<file path="src/design/bni_div.sv">
// Restoring unsigned divider, one quotient bit per cycle.
module bni_div #(
  parameter int NUM_W = 49,
  parameter int DEN_W = 32
) (
  input  logic             clk,
  input  logic             rst,
  input  logic             start,
  input  logic [NUM_W-1:0] num,
  input  logic [DEN_W-1:0] den,
  output logic             done,
  output logic [NUM_W-1:0] quo
);

  localparam int CNT_W = $clog2(NUM_W);

  logic             busy;
  logic [CNT_W-1:0] cnt;
  logic [NUM_W-1:0] acc;
  logic [NUM_W-1:0] acc_next;
  logic [DEN_W-1:0] rem;
  logic [DEN_W-1:0] rem_next;
  logic [DEN_W-1:0] den_r;
  logic [DEN_W:0]   rem_sh;
  logic [DEN_W:0]   trial;
  logic             fits;
  logic             last;

  assign last = (cnt == CNT_W'(NUM_W - 1));

  // Shift the next dividend bit into the remainder and try the subtract
  always_comb begin
    rem_sh   = {rem, acc[NUM_W-1]};
    trial    = rem_sh - {1'b0, den_r};
    fits     = !trial[DEN_W];
    rem_next = fits ? trial[DEN_W-1:0] : rem_sh[DEN_W-1:0];
    acc_next = {acc[NUM_W-2:0], fits};
  end

  // Control: busy until the last quotient bit, done pulses once the quotient is complete
  always_ff @(posedge clk) begin
    if (rst) begin
      busy <= 1'b0;
      done <= 1'b0;
    end else begin
      done <= busy && last;
      if (start) begin
        busy <= 1'b1;
      end else if (busy && last) begin
        busy <= 1'b0;
      end
    end
  end

  // Dividend shifts out at the top as quotient bits shift in at the bottom
  always_ff @(posedge clk) begin
    if (start) begin
      acc   <= num;
      rem   <= '0;
      den_r <= den;
      cnt   <= '0;
    end else if (busy) begin
      acc <= acc_next;
      rem <= rem_next;
      cnt <= cnt + 1'b1;
    end
  end

  assign quo = acc;

endmodule

</file>
<file path="config.mk">
export PLATFORM = sky130hd
export DESIGN_NAME = bni_div
export DESIGN_NICKNAME = d
export VERILOG_FILES = /design/src/design/bni_div.sv
export SDC_FILE = /design/constraint.sdc
export NUM_CORES = 1
export LEC_CHECK = 0
export BUFFER_PORTS_ARGS = -buffer_cell sky130_fd_sc_hd__buf_2
export CAP_MARGIN = 20
export CORE_AREA = 5 5 82 160
export CTS_BUF_LIST = sky130_fd_sc_hd__clkbuf_8
export DETAILED_ROUTE_END_ITERATION = 10
export DIE_AREA = 0 0 87 165
export GPL_ROUTABILITY_DRIVEN = 0
export HOLD_SLACK_MARGIN = 0.03
export PLACE_DENSITY = 0.82
export SYNTH_ARGS = -nofsm -noshare
export SYNTH_HDL_FRONTEND = slang
export SYNTH_SLANG_ARGS = --single-unit
</file>
<file path="constraint.sdc">
create_clock -name clk -period 3.1 [get_ports clk]
set_input_delay 0.62 -clock clk [delete_from_list [all_inputs] [get_ports clk]]
set_output_delay 0.62 -clock clk [all_outputs]
set_load 0.01 [all_outputs]
</file>
Word-level counts from Yosys, hierarchy flattened --
Cells that the tools add are included.
Cells by class: mux-type cells 5, equal/unequal tests 1, $add $sub $neg 2, reductions and logical operators 4
Operators with widths (number):
- 49-bit two-way mux | 2
- 33-bit by 32-bit subtractor with 33-bit output | 1
- 32-bit two-way mux | 1
- 6-bit by 1-bit adder with 6-bit output, second input constant | 1
- 6-bit equality test, second input constant | 1
- 2-bit nonzero test | 2
- 1-bit two-way mux | 2
- 1-bit logical AND | 1
- 1-bit logical NOT | 1
Storage, ports and cells: flip-flop bits (word level) 121, input port bits 84

Logic depth before layout (Yosys ltp) --
depth in word-level cells 4, gate-level depth with buffers 13

Worst setup path before layout --
OpenSTA, ideal clock, no wires.
path kind reg2reg, from register acc[48], in the netlist quo[48], to register rem[16], setup slack 0.103 ns, required time 3.009 ns, buffers on the path 1, period minus slack after synthesis 2.997 ns, arrival time 2.906 ns, stages on the path, launching flop included 14, library setup time 0.091 ns, path through edfxtp_1 > inv_1 > ha_1 > fa_1 > nand2b_1 > a21oi_1 > o211a_1 > a21oi_1 > o32a_1 > nand2_4 > xnor2_2 > clkbuf_1 > nand2_1 > a311oi_1
Between the ends: cells in the longest elaborated chain, start to end 2
Ends and longest elaborated chain:
- from (decl) | RTL line 19 | logic [NUM_W-1:0] acc;
- from (signal assigned) | RTL line 58 | acc <= num;
- from (signal assigned) | RTL line 63 | acc <= acc_next;
- 33-bit by 32-bit subtractor with 33-bit output | RTL line 34 | trial = rem_sh - {1'b0, den_r};
- 32-bit two-way mux | RTL line 36 | rem_next = fits ? trial[DEN_W-1:0] : rem_sh[DEN_W-1:0];
- to (signal assigned) | RTL line 64 | rem <= rem_next;
- to (decl) | RTL line 21 | logic [DEN_W-1:0] rem;
No other way between the ends. A chain may end at the register's enable or synchronous reset.

Final worst setup path --
from register den_r[25], to register rem[7]
Between the ends: cells in the longest elaborated chain, start to end 2
Ends and longest elaborated chain:
- from (decl) | RTL line 23 | logic [DEN_W-1:0] den_r;
- from (signal assigned) | RTL line 60 | den_r <= den;
- 33-bit by 32-bit subtractor with 33-bit output | RTL line 34
- 32-bit two-way mux | RTL line 36
No other way between the ends.

==> results.json <==
{
  "status": "complete, no violations",
  "rr_startpoint": "den_r[25]$_DFFE_PP_",
  "drive_above_1_share_pct": 33.42,
  "grt.total_usage_pct": 24.10,
  "async_flop_share_pct": 0,
  "timing.max_cap.violations": 0,
  "hold_violations": 0,
  "worstPathRequired_ns": 3.43,
  "vias": 5455,
  "fin_crit_ns": 3.016,
  "area_delta_synth_final_pct": 21.96,
  "cts_tree": "built",
  "vias_per_cell": 5.988,
  "setup_ws_ns": 0.08422,
  "synthTopCellsByCount": "edfxtp_1 (81), nand2_1 (54), mux2_2 (48)",
  "avgSynthCellArea_um2": 10.80,
  "synthCells": 604,
  "cts.htree.levels": 4,
  "io_pins": 134,
  "synth_area_um2": 6525,
  "final.setup_skew_ns": 0.01422,
  "diodes": 0,
  "synth_ff_type": "edfxtp_1",
  "grt_pass1_vias": 5835,
  "rows": 56,
  "die_y_um": 165,
  "overflow": 0,
  "drtPass1Iterations": 8,
  "dieArea_um2": 14360,
  "synth_fp_nets": 723,
  "ys_warn_count": 0,
  "fp.dieW_um": 87,
  "worst_slew_pin_slew_ns": 0.6306,
  "finalMaxSlewViolations": 0,
  "final_net_count": 872,
  "critical_path_class": "reg2reg",
  "ys_seq_area_share_pct": 49.55,
  "portBuffers": 133,
  "synth_top_area_cell": "edfxtp_1",
  "grt_pass1_wl_um": 27210,
  "dpl_worst_slack_ns": -0.01011,
  "end_kind": "register",
  "hold_start": "rst",
  "fill_cells": 819,
  "ys_ff_latch": 121,
  "antenna_found_initial": 0,
  "synth_cell_type_count": 62,
  "cp-start-kind": "register",
  "period_share_pct": 97.28,
  "cts.sinks": 121,
  "fmax_mhz": 331.6,
  "drt_iter0_markers": 522,
  "synth_most_common_cell": "edfxtp_1",
  "core_um2": 11700,
  "wl_um": 17010,
  "synth_top_area_share_pct": 37.28,
  "tns_ns": 0,
  "final-setup-viol-count": 0,
  "power_density_nw_per_um2": 527.0,
  "synth_enable_flop_cells": 81,
  "cp_max_fo": 8,
  "cts-root-buf": "clkbuf_8",
  "holdCritPathClass": "in2reg",
  "critical_path_arrival_ns": 3.35,
  "clk_latency_ns": 0.43,
  "crit_path_start": "den_r[25]$_DFFE_PP_",
  "initial_core_util_pct": 55.76,
  "grt_max_degree": 71,
  "wl_per_cell_um": 18.67,
  "clk_pin_slew_ns": 0.08,
  "ant_nets": 0,
  "peakVddDrop_v": 0.0004044,
  "synthTopCellsByArea": "edfxtp_1 (37%), dfxtp_1 (12%), mux2_2 (8.3%), ha_1 (6.5%), nand2_1 (3.1%)",
  "p_leak_nw": 3.500,
  "hpwl_um": 12400,
  "cts_buffer_depth": 2,
  "cts-buffers-inserted": 17,
  "drc_errors": 0,
  "cts_hold_buf": 0,
  "maxSlewHeadroom_pct": 57.96
}
path summary, 6_finish.rpt:
path | to | depth (start not counted) | slack [ns]
hold reg to reg | rem[20]$_SDFFE_PP0P_ | 2 | 0.50
setup reg to reg | rem[7]$_SDFFE_PP0P_ | 12 | 0.08
setup / recovery | rem[7]$_SDFFE_PP0P_ | 12 | 0.08
hold / removal | busy$_SDFFE_PP0P_ | 2 | 0.36
timing repair:
item	4_1_cts	5_1_grt
buffers inserted	0	1
resized for setup	2	15
endpoints found under the setup margin	4	25
endpoints found under the hold margin	0	0
pin swaps	0	7
layout by cell type, fill, tap and decap left out, types with 17 or more instances in the layout:
cell        n
buf_2     132
edfxtp_1   81
nand2_1    53
mux2_2     48
inv_1      42
dfxtp_1    40
nor2_1     36
a21oi_1    36
ha_1       32
nand3_1    23
buf_4      19
clkbuf_8   17
state kept, by name, indices dropped and copies added (netlist names):
register	count
den_r	32
done	1
cnt	6
busy	1
rem	32
quo	49
worst max-delay path: stages (launching register included):
cell,delay [ns]
edfxtp_1,0.35
inv_1,0.05
ha_1,0.39
and3_1,0.26
and2_4,0.18
and2b_2,0.19
nand3_2,0.10
o32a_1,0.42
and2_4,0.21
xnor2_4,0.24
buf_6,0.17
nand2_1,0.06
a311oi_1,0.30
routing by layer:
layer	track usage, %	part of all wire (%)
met3	6.690	6.3
met2	43.04	54
met1	23.95	35
met5	0	0
met4	14.82	4.6
power by group:
part           internal [mW]  total [mW]  switching [mW]
clock network          0.814        1.55           0.734
registers               1.87        1.94          0.0697
logic                  0.317       0.708           0.391
total                   3.00        4.19            1.19
kinds of logic after synthesis:
family,share of synthesized area [%]
XOR/XNOR,4.430
multiplexers,8.591
AND/OR/NAND/NOR,11.91
buffers and inverters,4.065
AO/OA/AOI/OAI,14.63
flip-flops,49.55
adder cells (fa/ha/maj),6.827
cell type report:
class                           count  area [um^2]  share of cell area, %
Clock buffer                       17        234.0                  2.940
Clock inverter                     15        187.7                  2.358
Inverter                           43        161.4                  2.028
Multi-Input combinational cell    414         3092                  38.85
Sequential cell                   121         3233                  40.63
Tap cell                          145        181.4                  2.280
Timing Repair Buffer              156        868.3                  10.91
metrics by stage:
step | utilization (%) | area, um^2 | hold slack [ns] | instances | total power, mW
6_report | 68.01 | 7958 | 0.3559 | 911 | 4.193
5_1_grt | 68.01 | 7958 | 0.3140 | 911 | 4.371
4_1_cts | 67.39 | 7885 | 0.3341 | 910 | 4.199
3_5_place_dp | 63.65 | 7448 | 0.4893 | 878 | 2.659
3_3_place_gp | 63.65 | 7448 | 0.4714 | 878 | 2.629
2_1_floorplan | - | 6525 | 0.4572 | 604 | 2.398
(Power assumes the default switching activity.)
