===== config.mk =====
export PLATFORM = sky130hd
export DESIGN_NAME = bni_sqrt
export DESIGN_NICKNAME = d
export VERILOG_FILES = /design/src/design/bni_sqrt.sv
export SDC_FILE = /design/constraint.sdc
export NUM_CORES = 1
export LEC_CHECK = 0
export ABC_CLOCK_PERIOD_IN_PS = 6430
export BUFFER_PORTS_ARGS = -buffer_cell sky130_fd_sc_hd__buf_4
export CAP_MARGIN = 25
export CORE_MARGIN = 5
export CORE_UTILIZATION = 40
export DETAILED_ROUTE_END_ITERATION = 8
export GPL_TIMING_DRIVEN = 0
export SYNTH_ARGS = -nofsm -noshare
export SYNTH_HDL_FRONTEND = slang
export SYNTH_SLANG_ARGS = --single-unit
export TNS_END_PERCENT = 30

===== constraint.sdc =====
create_clock -name clk -period 6.43 [get_ports clk]
set_input_delay 1.286 -clock clk [delete_from_list [all_inputs] [get_ports clk]]
set_output_delay 1.286 -clock clk [all_outputs]
set_load 0.005 [all_outputs]

===== src/design/bni_sqrt.sv =====
// Digit-by-digit integer square root, two radicand bits per cycle.
module bni_sqrt #(
  parameter int IN_W = 48
) (
  input  logic                clk,
  input  logic                rst,
  input  logic                start,
  input  logic [IN_W-1:0]     radicand,
  output logic                done,
  output logic [IN_W/2-1:0]   root
);

  localparam int RT_W  = IN_W / 2;
  localparam int CNT_W = $clog2(RT_W);

  logic             busy;
  logic [CNT_W-1:0] cnt;
  logic [IN_W-1:0]  vsh;
  logic [RT_W:0]    rem;
  logic [RT_W:0]    rem_next;
  logic [RT_W+2:0]  rem_sh;
  logic [RT_W+2:0]  diff;
  logic             fits;
  logic             last;

  assign last = (cnt == CNT_W'(RT_W - 1));

  // Bring down two bits and test the trial root 4r+1
  always_comb begin
    rem_sh   = {rem, vsh[IN_W-1:IN_W-2]};
    diff     = rem_sh - {1'b0, root, 2'b01};
    fits     = !diff[RT_W+2];
    rem_next = fits ? diff[RT_W:0] : rem_sh[RT_W:0];
  end

  // Control: busy until the last root bit, done pulses with the root complete
  always_ff @(posedge clk) begin
    if (rst) begin
      busy <= 1'b0;
      done <= 1'b0;
    end else begin
      done <= busy && last;
      if (start) begin
        busy <= 1'b1;
      end else if (busy && last) begin
        busy <= 1'b0;
      end
    end
  end

  // Radicand shifts out two bits a cycle, root grows one bit a cycle
  always_ff @(posedge clk) begin
    if (start) begin
      vsh  <= radicand;
      rem  <= '0;
      root <= '0;
      cnt  <= '0;
    end else if (busy) begin
      vsh  <= {vsh[IN_W-3:0], 2'b00};
      rem  <= rem_next;
      root <= {root[RT_W-2:0], fits};
      cnt  <= cnt + 1'b1;
    end
  end

endmodule


# == Yosys cells after proc, flatten, opt, wreduce, memory -nomap -nowiden ==
# Index checks and enable logic that the tools add are counted.
# word_totals
output_inout_bits,25
word_cells,18
regBits,104
in_bits,51
# op_classes
n_addsub,2
n_reduce_logical,4
muxes,5
eq_ne,1
# ops
cell,n
48-bit 2-to-1 mux,2
27-bit by 26-bit subtractor with 27-bit output,1
25-bit 2-to-1 mux,1
"5-bit by 1-bit adder with 5-bit output, second input constant",1
"5-bit == test, second input constant",1
2-bit nonzero test,2
1-bit 2-to-1 mux,2
1-bit logical AND,1
1-bit zero test,1

# == Depth between registers and ports, before layout ==
# Gate-level depths: netlist (run 1).
# depth
ltp_word,4
depth_mapped,11
mapped_depth_nobuf,10

# == Worst setup path after synthesis (run 1) ==
# No wires, ideal clock.
# synth_timing
path_type,input port to flip-flop
startpoint,in start
endpoint,reg vsh[0] (enable)
setup_time_ps,385
n_path_buf,2
stages,3
t_arrival_ps,2497
setup_slack_ps,3548
path_cell_list,clkbuf_1 -> clkbuf_1 -> or2_2
# synth_via
elab_chain_len,1
# synth_rtl
element,line,source
from (decl),7,"input logic start,"
2-bit nonzero test (no source line),n/a,
to (signal assigned),54,vsh <= radicand;
to (signal assigned),59,"vsh <= {vsh[IN_W-3:0], 2'b00};"
to (decl),18,logic [IN_W-1:0] vsh;
# No other way between the ends.
# A chain may end at the register's enable or synchronous reset.

# == Final worst setup path (run 1) ==
# layout_timing
startpoint,reg root[0]
endpoint,reg rem[21]
# layout_via
elab_chain_len,2
# layout_rtl
element,line,source
from (decl),10,output logic [IN_W/2-1:0] root
from (signal assigned),61,"root <= {root[RT_W-2:0], fits};"
27-bit by 26-bit subtractor with 27-bit output,31,"diff = rem_sh - {1'b0, root, 2'b01};"
25-bit 2-to-1 mux,33,rem_next = fits ? diff[RT_W:0] : rem_sh[RT_W:0];
to (signal assigned),60,rem <= rem_next;
to (decl),19,logic [RT_W:0] rem;
# No other way between the ends.

==> results of run 1 <==
## logic make-up (layout without fill, tap and decap cells)
group / after synthesis / after routing
flops: 104 / 104
xor+xnor: 25 / 25
buf+inv: 54 / 145
simple gates: 124 / 124
fa+ha+maj: 26 / 26
compound gates: 100 / 100
mux: 86 / 86
## power by group
part	switching (mW)	internal, mW	leakage, nW	total (mW)
clock network	0.263	0.270	0.140	0.533
logic	0.652	0.583	1.58	1.23
registers	0.0586	0.782	0.941	0.840
total	0.974	1.63	2.66	2.61
## worst max-delay path, stage by stage, from the launching register on
cell and delay (ps):
dfxtp_1 410, inv_1 70, ha_1 350, nand2b_1 90, a211o_1 320, a2111oi_4 370, o211ai_2 180, a31oi_4 270
xor2_2 230, buf_2 260, o22ai_1 120, a211oi_1 250
## sequential cells by signal, indices dropped and copies added, names as in the netlist
signal	cells
done	1
vsh	48
cnt	5
busy	1
rem	25
root	24
## per-layer routing
metal	part of all wire (%)	GRT usage, %	vias to the layer above
met3	6.5	5.33	15
li1	-	-	2057
met2	46	25.3	88
met5	0	0	-
met1	45	19.9	1902
met4	2.0	5.74	0
## per-stage QoR
stage	utilization (%)	power [mW]
finish	48.2	2.61
CTS	48.2	2.63
floorplan	-	1.83
global route	48.2	2.79
global placement	46.0	2.06
detailed placement	46.1	2.08
## Yosys cell counts (3+ instances only)
library cell  number
a211oi_1          24
o21ai_0            7
and2_1             5
nand2_1           16
nand2b_1           8
nor2_1            61
nand3_1            8
clkbuf_1          17
mux2i_1           40
xor2_1            12
a31oi_1            3
o22ai_1            5
and3_1             4
nor3_1             8
dfxtp_1           56
ha_1              26
edfxtp_1          48
a21oi_1           21
xnor2_1           12
buf_1              5
a21boi_0           3
mux2_2            46
a311o_1            3
inv_1             29
o21a_1             4
a21o_1            13
## path summary, 6_finish.rpt
kind                   to  slack [ps]
setup reg to reg  rem[21]        3390
hold / removal     rem[7]         510
hold reg to reg    rem[7]         510
setup / recovery  rem[21]        3390
## final cells by class
class	count	area [µm²]	area share, %
plain buffers	25	110	1.66
flip-flops and latches	104	2560	38.6
clock buffers	10	229	3.45
inverters	29	109	1.64
repair buffers	75	576	8.67
multi-input cells	361	2770	41.8
well taps	180	225	3.39
clock inverters	6	51.3	0.773
==> flow_metrics.tcl, run 1 <==
set metrics [dict create \
    path_clk_slew_ps 80 \
    critPathMaxFanout 10 \
    die_h_um 128 \
    grt_pass1_wl_mm 20.6 \
    dieArea_um2 16300 \
    hold_class "reg2reg" \
    cts-hold-fix-buffers 0 \
    worst_slack_ps 3390 \
    worstSetupPathType "reg2reg" \
    first_iter_violations 273 \
    layout_commonest_cell "buf_4" \
    dp_hpwl_mm 9.11 \
    synth_top_cell_by_area "edfxtp_1" \
    synth_enable_flop_cells 48 \
    grt_max_degree 38 \
    clock.fmax_ghz 0.329 \
    placed_cell_area_um2 6360 \
    cp.required_ps 6690 \
    synth_compound_gate_area_share_pct 13.1 \
    cts_tree "done" \
    ys.flop_type "dfxtp_1" \
    syn_area_um2 5560 \
    setup.worst_path.start "root[0]" \
    final_cell_mix "buf_4, nor2_1, dfxtp_1, edfxtp_1, mux2_2" \
    placed_cells 774 \
    drc 0 \
    clock_sinks 104 \
    cts.path.max_buffers 2 \
    finalSetupViolCount 0 \
    hold_viol_final 0 \
    overflow 0 \
    cts_buffers 9 \
    cp.arrival_ps 3300 \
    final_cells 790 \
    dp_slack_ps 3170 \
    synthSimpleGateAreaFrac_pct 10.3 \
    rsz0062_at_grt "false" \
    core_um2 13800 \
    ys_top_cells_by_area "edfxtp_1, dfxtp_1, mux2_2, mux2i_1, ha_1" \
    syn_nets 596 \
    rr_startpoint "root[0]" \
    synth_top_family_by_area "multiplexers" \
    yosys.cell_types.count 54 \
    hp-start "rem[7]" \
    final_design_area_no_fill_um2 6640 \
    synth_cells 519 \
    cp-end-kind "flip-flop" \
    layout-drive-gt1-share_pct 23.6 \
    yosysWarnings 0 \
    worst-slew-pin-transition_ps 878 \
    grt_pass1_vias 4178 \
    io_buffer_count 74 \
    vias_per_cell 5.14 \
    rows 43 \
    syn2layout_area_growth_pct 19.5 \
    wire_per_inst_um 15.7 \
    root_buffer "clkbuf_16" \
    fin_skew_ps 11.6 \
    die_w_um 128 \
    status "finished clean" \
    firstDrtPassIters 4 \
    synth_xor_area_share_pct 4.08 \
    postRouteAntennaNets 0 \
    min_period_ps 3040 \
    ctsResizeCount 0 \
    worst_r2r_path_depth 11 \
    slew_viol_final 0 \
    antenna_found_initial 0 \
    yosysTopAreaCellShare_pct 25.9 \
    muxShareOfSynthArea_pct 16.5 \
    holdPathStages 2 \
    grt_usage_pct 15.8 \
    wl_mm 12.4 \
    htreeDepth 3 \
    p_per_area_nw_per_um2 393 \
    async_flop_share_pct 0 \
    maxCapViolations 0 \
    cts_setup_buffers 0 \
    initial_utilization_pct 40.3 \
    vias 4062 \
    place.gp.congestion 0.877 \
    p_leak_nw 2.66 \
    avgSynthCellArea_um2 10.7 \
    nNetsFinal 682 \
    clock_latency_ps 360 \
    ir_drop_mv 0.258 \
    n_antenna_cell 0 \
    timing.hold.ws_ps 509 \
    critPathLaunchType "flip-flop" \
    seq_area_frac_synth_pct 46.1 \
    ys_ff_latch 104 \
    period_share_pct 47.2 \
    io_pins 76 \
    synth_fa_ha_area_share_pct 5.86 \
    timing.setup.tns_ps 0 \
    nFillCells 1315 \
    max-slew-margin-rel_pct 41.5 \
]
Note: power is estimated with default switching activity, not from simulation.
==> run 2, diff against run 1 <==
- ABC_CLOCK_PERIOD_IN_PS: 6430 -> 2600
- clock period: 6.43 -> 2.6 ns (I/O delays scaled with it)
==> flow_metrics.tcl, run 2 (synthesis results as in run 1) <==
set metrics [dict create \
    status "complete, but fails checks" \
    root_buffer "clkbuf_16" \
    rows 43 \
    die_h_um 128 \
    core_um2 13800 \
    largest_reg_flops 48 \
    clock.fmax_ghz 0.354 \
    drc 0 \
    final_design_area_no_fill_um2 7030 \
    min_period_ps 2820 \
    critPathMaxFanout 5 \
    antenna_found_initial 0 \
    grt_pass1_wl_mm 21.0 \
    firstDrtPassIters 4 \
    hold_class "in2reg" \
    timing.setup.tns_ps -4090 \
    wire_per_inst_um 16.0 \
    final_cell_mix "buf_4, nor2_1, edfxtp_1, mux2_2, dfxtp_1" \
    vias_per_cell 5.25 \
    clock_sinks 104 \
    dp_hpwl_mm 9.17 \
    cts.path.max_buffers 2 \
    syn2layout_area_growth_pct 26.6 \
    io_buffer_count 74 \
    worstSetupPathType "reg2reg" \
    slew_viol_final 0 \
    cp.arrival_ps 3030 \
    critPathLaunchType "flip-flop" \
    n_antenna_cell 0 \
    io_pins 76 \
    maxCapViolations 0 \
    dp_slack_ps -375 \
    cp.required_ps 2810 \
    postRouteAntennaNets 0 \
    layout_commonest_cell "buf_4" \
    vias 4244 \
    overflow 0 \
    finalSetupViolCount 25 \
    p_leak_nw 2.79 \
    top_register "vsh" \
    htreeDepth 3 \
    reg_top3 "vsh x48, rem x25, root x24" \
    hold_viol_final 0 \
    cts_tree "done" \
    place.gp.congestion 0.869 \
    fin_skew_ps 10.4 \
    ir_drop_mv 0.648 \
    clock_latency_ps 360 \
    cp-end-kind "flip-flop" \
    layout-drive-gt1-share_pct 32.4 \
    grt_pass1_vias 4324 \
    dieArea_um2 16300 \
    period_share_pct 109 \
    placed_cell_area_um2 6360 \
    wl_mm 12.9 \
    failed_checks "setup timing" \
    die_w_um 128 \
    cts-hold-fix-buffers 0 \
    cts_buffers 9 \
    rsz0062_at_grt "true" \
    grt_usage_pct 15.9 \
    max-slew-margin-rel_pct 39.9 \
    nNetsFinal 701 \
    first_iter_violations 246 \
    worst-slew-pin-transition_ps 902 \
    path_clk_slew_ps 80 \
    p_per_area_nw_per_um2 1060 \
    initial_utilization_pct 40.3 \
    worst_slack_ps -222 \
    grt_max_degree 43 \
]
## run 2: changes by cell type in the layout (fill, tap and decap cells not counted), moves of 3 or more
cell	delta
ha_2	+5
buf_4	+15
ha_4	+6
ha_1	-11
buf_8	+3
a211oi_2	+5
dfxtp_1	-11
a211oi_1	-5
dfxtp_2	+10
## run 2: worst max-delay path, stage by stage, from the launching register on
cell	delay, ps
dfxtp_4	350
inv_1	60
ha_4	280
nand2b_4	50
a211o_1	340
a2111oi_4	370
o211ai_2	180
a31oi_4	250
xor2_4	180
buf_6	140
buf_8	140
mux2i_1	220
a211oi_1	90
## run 2: area by class of cell
type	instances	area [µm²]
Inverter	29	109
Clock inverter	6	57.6
Sequential cell	104	2580
Timing Repair Buffer	94	747
Clock buffer	10	229
Tap cell	180	225
Multi-Input combinational cell	361	2960
Buffer	25	128
Fill cell	1278	6740
## run 2: metrics by stage
stage / hold WS (ps) / total power, mW / util (%) / cells
after global routing: 305 / 7.91 / 51.0 / 809
after CTS: 309 / 6.89 / 49.7 / 801
after floorplan: 466 / 4.55 / - / 519
after detailed placement: 500 / 5.17 / 46.2 / 774
after global placement: 492 / 5.12 / 46.0 / 773
final: 320 / 7.46 / 51.0 / 809
## run 2: where the power goes
| group | internal [mW] | switching (mW) |
|---|---|---|
| Combinational | 2.09 | 1.93 |
| Clock | 0.675 | 0.666 |
| Sequential | 1.94 | 0.156 |
## run 2: path summary, 6_finish.rpt
path                              start  endpoint  slack [ps]  depth (start not counted)
worst max-delay path            root[0]   rem[10]        -220                         12
worst min-delay path                rst      busy         320                          2
worst max register to register  root[0]   rem[10]        -220                         12
worst min register to register  rem[14]   rem[14]         510                          2
## run 2: repair_timing
action | in CTS | in global routing
setup buffers | 10 | 8
setup endpoints to repair | 26 | 26
cloned | 1 | 1
pin swaps | 19 | 12
resized for setup | 19 | 35
## run 2: routing by layer
metal	GRT usage (%)	up-vias	share of wire (%)
li1	-	2102	-
met1	19.5	2042	44
met2	26.5	89	49
met3	5.92	11	5.9
met4	4.24	0	0.91
met5	0	-	0
